**src/hw/rtl/csma_backoff_controller_defines.svh**
```systemverilog
// Assertion macros for the CSMA backoff controller.
`ifndef CSMA_BACKOFF_CONTROLLER_DEFINES_SVH
`define CSMA_BACKOFF_CONTROLLER_DEFINES_SVH

`ifndef NO_ASSERTIONS

// same-cycle implication, sampled on clk, off during reset
`define CSMA_ASSERT_NOW(label, ante, cons) \
    label: assert property (@(posedge clk) disable iff (!rst_n) (ante) |-> (cons)) \
        else $error("csma assertion failed");

// next-cycle implication, sampled on clk, off during reset
`define CSMA_ASSERT_NEXT(label, ante, cons) \
    label: assert property (@(posedge clk) disable iff (!rst_n) (ante) |=> (cons)) \
        else $error("csma assertion failed");

`else

`define CSMA_ASSERT_NOW(label, ante, cons)
`define CSMA_ASSERT_NEXT(label, ante, cons)

`endif

`endif

```
**src/hw/rtl/csma_pkg.sv**
```systemverilog
// Types and codes shared by the CSMA backoff controller modules.
`timescale 1ns / 1ps

package csma_pkg;

    // commands
    localparam logic [2:0] CMD_START        = 3'd0;
    localparam logic [2:0] CMD_CAD_BEGIN    = 3'd1;
    localparam logic [2:0] CMD_CAD_COMPLETE = 3'd2;
    localparam logic [2:0] CMD_TX_COMPLETE  = 3'd3;
    localparam logic [2:0] CMD_CANCEL       = 3'd4;
    localparam logic [2:0] CMD_RESET        = 3'd5;

    // channel check outcomes
    localparam logic [1:0] CAD_DONE    = 2'd0;
    localparam logic [1:0] CAD_TIMEOUT = 2'd1;
    localparam logic [1:0] CAD_FAILED  = 2'd2;
    localparam logic [1:0] CAD_BAD     = 2'd3;

    // status codes
    localparam logic [3:0] ST_OK          = 4'd0;
    localparam logic [3:0] ST_BACKOFF     = 4'd1;
    localparam logic [3:0] ST_TX_ALLOWED  = 4'd2;
    localparam logic [3:0] ST_BUSY        = 4'd3;
    localparam logic [3:0] ST_TIMEOUT     = 4'd4;
    localparam logic [3:0] ST_EXHAUSTED   = 4'd5;
    localparam logic [3:0] ST_CANCELLED   = 4'd6;
    localparam logic [3:0] ST_INVALID     = 4'd7;
    localparam logic [3:0] ST_ALREADY     = 4'd8;
    localparam logic [3:0] ST_WRONG_PHASE = 4'd9;
    localparam logic [3:0] ST_OVERFLOW    = 4'd10;
    localparam logic [3:0] ST_RNG_FAIL    = 4'd11;
    localparam logic [3:0] ST_CAD_FAIL    = 4'd12;
    localparam logic [3:0] ST_TX_FAIL     = 4'd13;

    // phases
    localparam logic [2:0] PH_IDLE      = 3'd0;
    localparam logic [2:0] PH_BACKOFF   = 3'd1;
    localparam logic [2:0] PH_CAD       = 3'd2;
    localparam logic [2:0] PH_TX        = 3'd3;
    localparam logic [2:0] PH_ERROR     = 3'd4;
    localparam logic [2:0] PH_EXHAUSTED = 3'd5;
    localparam logic [2:0] PH_CANCELLED = 3'd6;

    // last error
    localparam logic [2:0] ER_NONE     = 3'd0;
    localparam logic [2:0] ER_RNG      = 3'd1;
    localparam logic [2:0] ER_OVERFLOW = 3'd2;
    localparam logic [2:0] ER_CAD      = 3'd3;
    localparam logic [2:0] ER_TX       = 3'd4;

    // config register indexes
    localparam logic [1:0] REG_MAX_EXPONENT = 2'd0;
    localparam logic [1:0] REG_RETRY_LIMIT  = 2'd1;
    localparam logic [1:0] REG_BACKOFF_UNIT = 2'd2;

    localparam logic [4:0]  MAX_EXPONENT_RST = 5'd8;
    localparam logic [7:0]  RETRY_LIMIT_RST  = 8'd5;
    localparam logic [15:0] BACKOFF_UNIT_RST = 16'd10;

    typedef struct packed {
        logic [2:0] phase;
        logic [4:0] exponent;
        logic [7:0] retries;
        logic [2:0] err_code;
        logic       cancel;
    } csma_state_t;

    typedef struct packed {
        logic [4:0]  max_exponent;
        logic [7:0]  retry_limit;
        logic [15:0] backoff_unit;
    } csma_cfg_t;

endpackage

```
**src/hw/rtl/csma_core.sv**
```systemverilog
// Next-state and result logic for one command word, with the backoff draw.
`timescale 1ns / 1ps

module csma_core
    import csma_pkg::*;
(
    input  csma_state_t cur,
    input  csma_cfg_t   cfg,
    input  logic [2:0]  cmd,
    input  logic [4:0]  start_exp,
    input  logic [31:0] rand_word,
    input  logic        random_failed,
    input  logic [1:0]  cad_outcome,
    input  logic        busy_seen,
    input  logic        tx_failed,
    output csma_state_t nxt,
    output logic [3:0]  status,
    output logic [31:0] backoff_time
);

    logic [4:0]  e_inc;
    logic [4:0]  e_draw;
    logic [31:0] slots;
    logic [47:0] prod;
    logic [3:0]  draw_st;
    logic [31:0] draw_ms;
    logic [2:0]  draw_err;
    logic [8:0]  r_wide;
    logic [7:0]  r_sat;

    assign e_inc  = (cur.exponent < cfg.max_exponent) ? cur.exponent + 5'd1 : cur.exponent;
    assign e_draw = (cmd == CMD_START) ? start_exp : e_inc;

    // top e bits of the random word, then slots * unit
    assign slots = rand_word >> (6'd32 - {1'b0, e_draw});
    assign prod  = 48'(slots) * 48'(cfg.backoff_unit);

    always_comb
    begin
        draw_st = ST_OK;
        draw_ms = '0;
        priority if (e_draw > cfg.max_exponent)
        begin
            draw_st = ST_INVALID;
        end
        else if (e_draw == 5'd0)
        begin
            draw_st = ST_OK;
        end
        else if (random_failed)
        begin
            draw_st = ST_RNG_FAIL;
        end
        else if (cfg.backoff_unit == 16'd0)
        begin
            draw_st = ST_OK;
        end
        else if (prod[47:32] != 16'd0)
        begin
            draw_st = ST_OVERFLOW;
        end
        else
        begin
            draw_ms = prod[31:0];
        end
    end

    always_comb
    begin
        priority if (draw_st == ST_RNG_FAIL)
        begin
            draw_err = ER_RNG;
        end
        else if (draw_st == ST_OVERFLOW)
        begin
            draw_err = ER_OVERFLOW;
        end
        else
        begin
            draw_err = ER_NONE;
        end
    end

    assign r_wide = {1'b0, cur.retries} + 9'd1;
    assign r_sat  = r_wide[8] ? 8'hFF : r_wide[7:0];

    always_comb
    begin
        nxt          = cur;
        status       = ST_INVALID;
        backoff_time = '0;
        unique case (cmd)
            CMD_START:
            begin
                priority if (start_exp > cfg.max_exponent)
                begin
                    status = ST_INVALID;
                end
                else if (cur.phase == PH_BACKOFF || cur.phase == PH_CAD || cur.phase == PH_TX)
                begin
                    status = ST_ALREADY;
                end
                else
                begin
                    nxt.cancel = 1'b0;
                    if (draw_st != ST_OK)
                    begin
                        status       = draw_st;
                        nxt.phase    = PH_ERROR;
                        nxt.err_code = draw_err;
                    end
                    else
                    begin
                        status       = ST_BACKOFF;
                        backoff_time = draw_ms;
                        nxt.phase    = PH_BACKOFF;
                        nxt.err_code = ER_NONE;
                        nxt.exponent = start_exp;
                        nxt.retries  = '0;
                    end
                end
            end
            CMD_CAD_BEGIN:
            begin
                priority if (cur.cancel)
                begin
                    status       = ST_CANCELLED;
                    nxt.phase    = PH_CANCELLED;
                    nxt.err_code = ER_NONE;
                end
                else if (cur.phase != PH_BACKOFF)
                begin
                    status = ST_WRONG_PHASE;
                end
                else
                begin
                    status    = ST_OK;
                    nxt.phase = PH_CAD;
                end
            end
            CMD_CAD_COMPLETE:
            begin
                priority if (cad_outcome == CAD_BAD)
                begin
                    status = ST_INVALID;
                end
                else if (cur.cancel)
                begin
                    status       = ST_CANCELLED;
                    nxt.phase    = PH_CANCELLED;
                    nxt.err_code = ER_NONE;
                end
                else if (cur.phase != PH_CAD)
                begin
                    status = ST_WRONG_PHASE;
                end
                else if (cad_outcome == CAD_FAILED)
                begin
                    status       = ST_CAD_FAIL;
                    nxt.phase    = PH_ERROR;
                    nxt.err_code = ER_CAD;
                end
                else if (cad_outcome == CAD_DONE && !busy_seen)
                begin
                    status       = ST_TX_ALLOWED;
                    nxt.phase    = PH_TX;
                    nxt.err_code = ER_NONE;
                    nxt.exponent = '0;
                    nxt.retries  = '0;
                end
                else if (r_wide > {1'b0, cfg.retry_limit})
                begin
                    status       = ST_EXHAUSTED;
                    nxt.phase    = PH_EXHAUSTED;
                    nxt.err_code = ER_NONE;
                    nxt.retries  = r_sat;
                end
                else if (draw_st != ST_OK)
                begin
                    status       = draw_st;
                    nxt.phase    = PH_ERROR;
                    nxt.err_code = draw_err;
                end
                else
                begin
                    status       = (cad_outcome == CAD_TIMEOUT) ? ST_TIMEOUT : ST_BUSY;
                    backoff_time = draw_ms;
                    nxt.phase    = PH_BACKOFF;
                    nxt.err_code = ER_NONE;
                    nxt.exponent = e_inc;
                    nxt.retries  = r_sat;
                end
            end
            CMD_TX_COMPLETE:
            begin
                priority if (cur.cancel)
                begin
                    status       = ST_CANCELLED;
                    nxt.phase    = PH_CANCELLED;
                    nxt.err_code = ER_NONE;
                end
                else if (cur.phase != PH_TX)
                begin
                    status = ST_WRONG_PHASE;
                end
                else if (tx_failed)
                begin
                    status       = ST_TX_FAIL;
                    nxt.phase    = PH_ERROR;
                    nxt.err_code = ER_TX;
                end
                else
                begin
                    status       = ST_OK;
                    nxt.phase    = PH_IDLE;
                    nxt.err_code = ER_NONE;
                end
            end
            CMD_CANCEL:
            begin
                status       = ST_OK;
                nxt.cancel   = 1'b1;
                nxt.phase    = PH_CANCELLED;
                nxt.err_code = ER_NONE;
            end
            CMD_RESET:
            begin
                status       = ST_OK;
                nxt.cancel   = 1'b0;
                nxt.phase    = PH_IDLE;
                nxt.err_code = ER_NONE;
                nxt.exponent = '0;
                nxt.retries  = '0;
            end
            default:
            begin
                status = ST_INVALID;
            end
        endcase
    end

endmodule

```
**src/hw/rtl/csma_backoff_controller.sv**
```systemverilog
// Top level of the CSMA backoff controller: input word register, state, result register.
//
//  channel  dir  width  fields
//  s_*      in   3+48   tuser: cmd; tdata: command operands
//  m_*      out  4+56   tuser: status; tdata: backoff time and state after the word
//  cfg_*    in   2+16   register write, no read-back
//
//  One word per cycle unless m_tready stalls; input register, then result register.
//  The rate is set by the combinational path shift + 32x16 multiply + state update.
//  rst_n is asynchronous: idle phase, zero state, register defaults, both stages empty.
//  A stalled result stage holds its word; the input stage refills as it drains.
`timescale 1ns / 1ps
`include "csma_backoff_controller_defines.svh"

module csma_backoff_controller
    import csma_pkg::*;
(
    input  logic        clk,
    input  logic        rst_n,
    input  logic        s_tvalid,
    output logic        s_tready,
    // [4:0] start_exp, [36:5] rand_word, [37] random_failed,
    // [39:38] cad_outcome, [40] busy_seen, [41] tx_failed, [47:42] zero
    input  logic [47:0] s_tdata,
    // [2:0] cmd
    input  logic [2:0]  s_tuser,
    output logic        m_tvalid,
    input  logic        m_tready,
    // [31:0] backoff_time, [34:32] phase_now, [39:35] exponent_now,
    // [47:40] retries_now, [50:48] error_now, [51] cancel_flag, [55:52] zero
    output logic [55:0] m_tdata,
    // [3:0] status
    output logic [3:0]  m_tuser,
    input  logic        cfg_we,
    input  logic [1:0]  cfg_index,
    input  logic [15:0] cfg_data
);

    logic        in_valid_reg;
    logic [2:0]  in_cmd_reg;
    logic [41:0] in_data_reg;
    logic        out_valid_reg;
    logic [3:0]  out_status_reg;
    logic [31:0] out_time_reg;
    csma_state_t state_reg;
    csma_state_t state_next;
    csma_cfg_t   cfg_reg;
    logic [3:0]  step_status;
    logic [31:0] step_time;
    logic        advance;

    assign advance  = in_valid_reg && (!out_valid_reg || m_tready);
    assign s_tready = !in_valid_reg || advance;

    always_ff @(posedge clk or negedge rst_n)
    begin
        if (!rst_n)
        begin
            cfg_reg.max_exponent <= MAX_EXPONENT_RST;
            cfg_reg.retry_limit  <= RETRY_LIMIT_RST;
            cfg_reg.backoff_unit <= BACKOFF_UNIT_RST;
        end
        else if (cfg_we)
        begin
            unique case (cfg_index)
                REG_MAX_EXPONENT: cfg_reg.max_exponent <= cfg_data[4:0];
                REG_RETRY_LIMIT:  cfg_reg.retry_limit  <= cfg_data[7:0];
                REG_BACKOFF_UNIT: cfg_reg.backoff_unit <= cfg_data;
                default:          cfg_reg              <= cfg_reg;
            endcase
        end
    end

    csma_core u_core (
        .cur           (state_reg),
        .cfg           (cfg_reg),
        .cmd           (in_cmd_reg),
        .start_exp     (in_data_reg[4:0]),
        .rand_word     (in_data_reg[36:5]),
        .random_failed (in_data_reg[37]),
        .cad_outcome   (in_data_reg[39:38]),
        .busy_seen     (in_data_reg[40]),
        .tx_failed     (in_data_reg[41]),
        .nxt           (state_next),
        .status        (step_status),
        .backoff_time  (step_time)
    );

    // control
    always_ff @(posedge clk or negedge rst_n)
    begin
        if (!rst_n)
        begin
            in_valid_reg  <= 1'b0;
            out_valid_reg <= 1'b0;
            state_reg     <= '{phase: PH_IDLE, exponent: 5'd0, retries: 8'd0,
                               err_code: ER_NONE, cancel: 1'b0};
        end
        else
        begin
            if (s_tready)
            begin
                in_valid_reg <= s_tvalid;
            end
            if (advance)
            begin
                out_valid_reg <= 1'b1;
                state_reg     <= state_next;
            end
            else if (m_tready)
            begin
                out_valid_reg <= 1'b0;
            end
        end
    end

    // payload
    always_ff @(posedge clk)
    begin
        if (s_tready && s_tvalid)
        begin
            in_cmd_reg  <= s_tuser;
            in_data_reg <= s_tdata[41:0];
        end
        if (advance)
        begin
            out_status_reg <= step_status;
            out_time_reg   <= step_time;
        end
    end

    assign m_tvalid = out_valid_reg;
    assign m_tuser  = out_status_reg;
    assign m_tdata  = {4'd0, state_reg.cancel, state_reg.err_code, state_reg.retries,
                       state_reg.exponent, state_reg.phase, out_time_reg};

    `CSMA_ASSERT_NOW(a_cancel_phase, state_reg.cancel, state_reg.phase == PH_CANCELLED)
    `CSMA_ASSERT_NOW(a_error_phase, state_reg.err_code != ER_NONE, state_reg.phase == PH_ERROR)
    `CSMA_ASSERT_NOW(a_tx_clean, state_reg.phase == PH_TX,
        state_reg.exponent == 5'd0 && state_reg.retries == 8'd0)
    `CSMA_ASSERT_NOW(a_time_only_on_draw, out_valid_reg && out_time_reg != 32'd0,
        out_status_reg == ST_BACKOFF || out_status_reg == ST_BUSY ||
        out_status_reg == ST_TIMEOUT)
    `CSMA_ASSERT_NEXT(a_state_holds, !advance, $stable(state_reg))

endmodule
```
**config.mk**
```make
export PLATFORM = sky130hd
export DESIGN_NAME = csma_backoff_controller
export DESIGN_NICKNAME = d
export VERILOG_FILES = /design/src/hw/rtl/csma_pkg.sv /design/src/hw/rtl/csma_core.sv /design/src/hw/rtl/csma_backoff_controller.sv
export VERILOG_INCLUDE_DIRS = /design/src /design/src/hw/rtl
export SDC_FILE = /design/constraint.sdc
export NUM_CORES = 1
export LEC_CHECK = 0
export ABC_AREA = 1
export BUFFER_PORTS_ARGS = -buffer_cell sky130_fd_sc_hd__buf_2
export CAP_MARGIN = 20
export CORE_MARGIN = 2
export CORE_UTILIZATION = 55
export CTS_CLUSTER_SIZE = 24
export DETAILED_ROUTE_END_ITERATION = 8
export PLACE_DENSITY = 0.73
export SLEW_MARGIN = 20
export SYNTH_ARGS = -nofsm -noshare
export SYNTH_HDL_FRONTEND = slang
export SYNTH_SLANG_ARGS = --single-unit
export TNS_END_PERCENT = 30
```
**constraint.sdc**
```tcl
create_clock -name clk -period 12.8 [get_ports clk]
set_clock_uncertainty 0.1 [all_clocks]
set_input_delay 1.28 -clock clk [delete_from_list [all_inputs] [get_ports clk]]
set_output_delay 1.28 -clock clk [all_outputs]
set_load 0.01 [all_outputs]
```
==> summary.md <==
| Metric | Value |
|---|---|
| Setup violators final | `0` |
| Post-CTS Setup Inserts | `0` |
| Clk_lat worst skew | `around 460 ps` |
| Unrepaired setup endpoints after global routing | `false` |
| Syn Area/Cell | `7.55 µm²` |
| Largest cells by area after synthesis | `fa_1 (33%), nand2_1 (13%), inv_1 (11%)` |
| Hold_buf cts | `0` |
| Largest register FFs | `42` |
| Cell variety after synth | `62` |
| Vias in the first global route | `21500` |
| Drt via density | `5.36` |
| Critical path fanouts, max | `35` |
| DR DRC count | `0` |
| All-Layer GR Usage | `about a third` |
| Worst Hold Class | `flip-flop to flip-flop` |
| Critical Path AT | `approximately 12000 ps` |
| Final TNS setup | `0 ps` |
| Placed cell area | `approximately 26000 µm²` |
| DR pass1 iterations | `6` |
| Largest net degree at the start of global routing | `52` |
| Final instance area | `about 27000 µm²` |
| Critical path class | `flip-flop to flip-flop` |
| Max-slew violation count | `0` |
| Fin crit period | `between 10000 and 15000 ps` |
| Post-synth EDFFs | `81` |
| Post-Syn Instances | `approximately 3300` |
| Nets@finish | `approximately 4000` |
| Vias post-DR | `around 21000` |
| Maxcap violations | `0` |
| Status | `completed` |
| Startpoint Class | `flip-flop` |
| Fill cell count | `about 4300` |
| Core Area | `approximately 45000 µm²` |
| Top delay family on crit path | `simple AND/OR/NAND/NOR gates` |
| Worst path slowest cell | `fa_1` |
| Fin crit share | `between 80% and 90%` |
| Warnings from Yosys | `0` |
| Die extent in x | `roughly 220 µm` |
| Worst Path Required | `~13000 ps` |
| PostCTS Resize Cnt | `0` |
| Final setup margin | `between 1000 and 1500 ps` |
| Post-synthesis register bit count | `between 100 and 150` |
| Antenna cells | `0` |
| Synth area leader | `fa_1` |
| Port Buffers | `approximately 130` |
| Async set-reset flop share out of synthesis | `around two fifths` |
| Antenna violations before repair | `2` |
| Post-Place Worst Slack | `approximately 1700 ps` |
| Die area | `approximately 47000 µm²` |
| Boundary Pins | `136` |
| Grt total ovfl | `0` |
| Total CTS buffers | `17` |
| Ys flop type | `edfxtp_1` |
| Critical path depth | `48` |
| TritonCTS clock tree | `built` |
| Gpl congestion | `between 0.9 and 1` |
| WL per Instance | `about 18 µm` |
| WL final | `72.3 mm` |
| Top cell type's share of synthesized area | `~33%` |
| Max-slew headroom | `between 10% and 20%` |
| Final Hold Viols | `0` |
| # rows | `78` |
| Die Y | `~220 µm` |
| Iter 0 DRT Violations | `2058` |
| Seq/Total Area, Yosys | `14.8%` |
| Maximum clock frequency | `88.3 MHz` |
| First-pass GRT wire length | `~120 mm` |
| Buffers & Inverters on Critical Path | `8` |
| Tightest Pin Transition | `between 1000 and 1500 ps` |
| H-tree levels | `4` |
| Root buffer cell | `clkbuf_16` |
| Detailed placement HPWL | `57.4 mm` |
| Hold path cells | `2` |
| Area grow syn2layout | `6.13%` |
| Most frequent CP cell | `nand2_1` |
| DRT antenna net count | `0` |
| Proportion of layout cells with a drive suffix above 1 | `9.14%` |
| Cell Area, Synth | `25200 µm²` |
| R2R cell count | `between 40 and 50` |
| Clk slew on worst S/H paths | `roughly 60 ps` |
| Clock Sink Count | `132` |
| Worst stage delay on the critical path | `approximately 590 ps` |
| Initial Util | `between 50% and 60%` |
| Critical Path End Type | `flip-flop` |
| Clk buf depth | `2` |
## layout make-up
class	instances	area [µm²]	area share (%)
repair buffers	140	738	2.76
multi-input cells	2329	18000	67.4
clock buffers	21	493	1.85
clock inverters	11	113	0.422
well taps	600	751	2.81
flip-flops and latches	132	3710	13.9
inverters	769	2890	10.8
## Yosys cell counts (all sizes together), types with 2 or more instances
cell / n
buf: 51
xor2: 11
clkinv: 5
o22ai: 3
o211ai: 18
a21boi: 3
a21o: 2
nor2: 416
nor3b: 3
fa: 418
o31ai: 2
nand4: 27
o21ai: 142
and2: 5
a21oi: 96
o21bai: 8
mux2i: 6
nand3b: 3
or2: 11
a211oi: 3
dfrtp: 46
clkbuf: 54
a31oi: 2
ha: 144
xnor2: 4
nand2: 876
inv: 764
nor3: 22
dfstp: 5
edfxtp: 81
nor4: 2
nand3: 90
## final timing paths
check / from / to / slack, ps
worst max-delay path: cfg_reg[27] / m_tdata[35] / 1480
worst min-delay path: cfg_reg[25] / cfg_reg[25] / 390
worst max register to register: cfg_reg[27] / m_tdata[35] / 1480
worst min register to register: cfg_reg[25] / cfg_reg[25] / 390
max in group asynchronous: rst_n / cfg_reg[14] / 11210
min in group asynchronous: rst_n / m_tdata[50] / 870
## per-layer routing
layer	vias to the layer above	global-route usage, %	part of all wire (%)	wire, µm
met4	2	12.5	4.3	3140
met1	10300	45.2	43	30800
li1	10100	-	-	-
met3	155	6.85	9.7	7000
met2	946	48.6	43	31300
met5	-	0	0.012	9
## through the flow
step | hold slack [ps] | util, % | instances
CTS | 389 | 59.0 | 4002
detailed placement | 373 | 57.6 | 3970
global placement | 368 | 57.6 | 3970
finish | 387 | 59.0 | 4002
floorplan | 353 | - | 3335
global route | 419 | 59.0 | 4002
## placed cells by master (no fill, tap or decap), types with 4 or more instances in the layout
master	netlist	routed
nor2_2	40	40
conb_1	1	4
o21ai_1	39	39
buf_2	23	125
buf_4	17	15
inv_1	726	725
nand2_1	855	855
a21oi_1	95	95
nor2_1	368	368
dfrtp_1	46	46
nand2_4	5	5
dfstp_2	5	5
clkinv_1	4	5
nor2_4	7	7
nand3_1	82	82
clkbuf_16	0	19
inv_2	36	36
edfxtp_1	81	81
xor2_1	11	11
o21bai_1	8	8
xnor2_1	4	4
nand4_1	27	27
o211ai_1	18	18
fa_1	418	418
mux2i_1	6	6
nand2_2	16	16
ha_1	144	144
o21ai_0	97	97
or2_2	7	7
nand3_2	8	8
o21ai_2	6	6
nor3_1	21	21
## worst min-delay path: cells and delay by family, from the launching register on
kind             cells  cell delay (ps)
AND/OR/NAND/NOR      1               50
flip-flops           1              340
AO/OA/AOI/OAI        1               60
## cell families (layout without fill, tap and decap cells)
logic type      Yosys count  after routing  synth area share, %
buf+inv                 874            941                 13.7
compound gates          286            286                 6.31
xor+xnor                 15             15                0.522
fa+ha+maj               562            562                 40.4
simple gates           1455           1455                 24.0
mux                       7              7                0.283
other cells               1              4               0.0149
flops                   132            132                 14.8
Power is not shown: default switching activity piles up to over one toggle a cycle in this logic, so the estimate is an artifact.
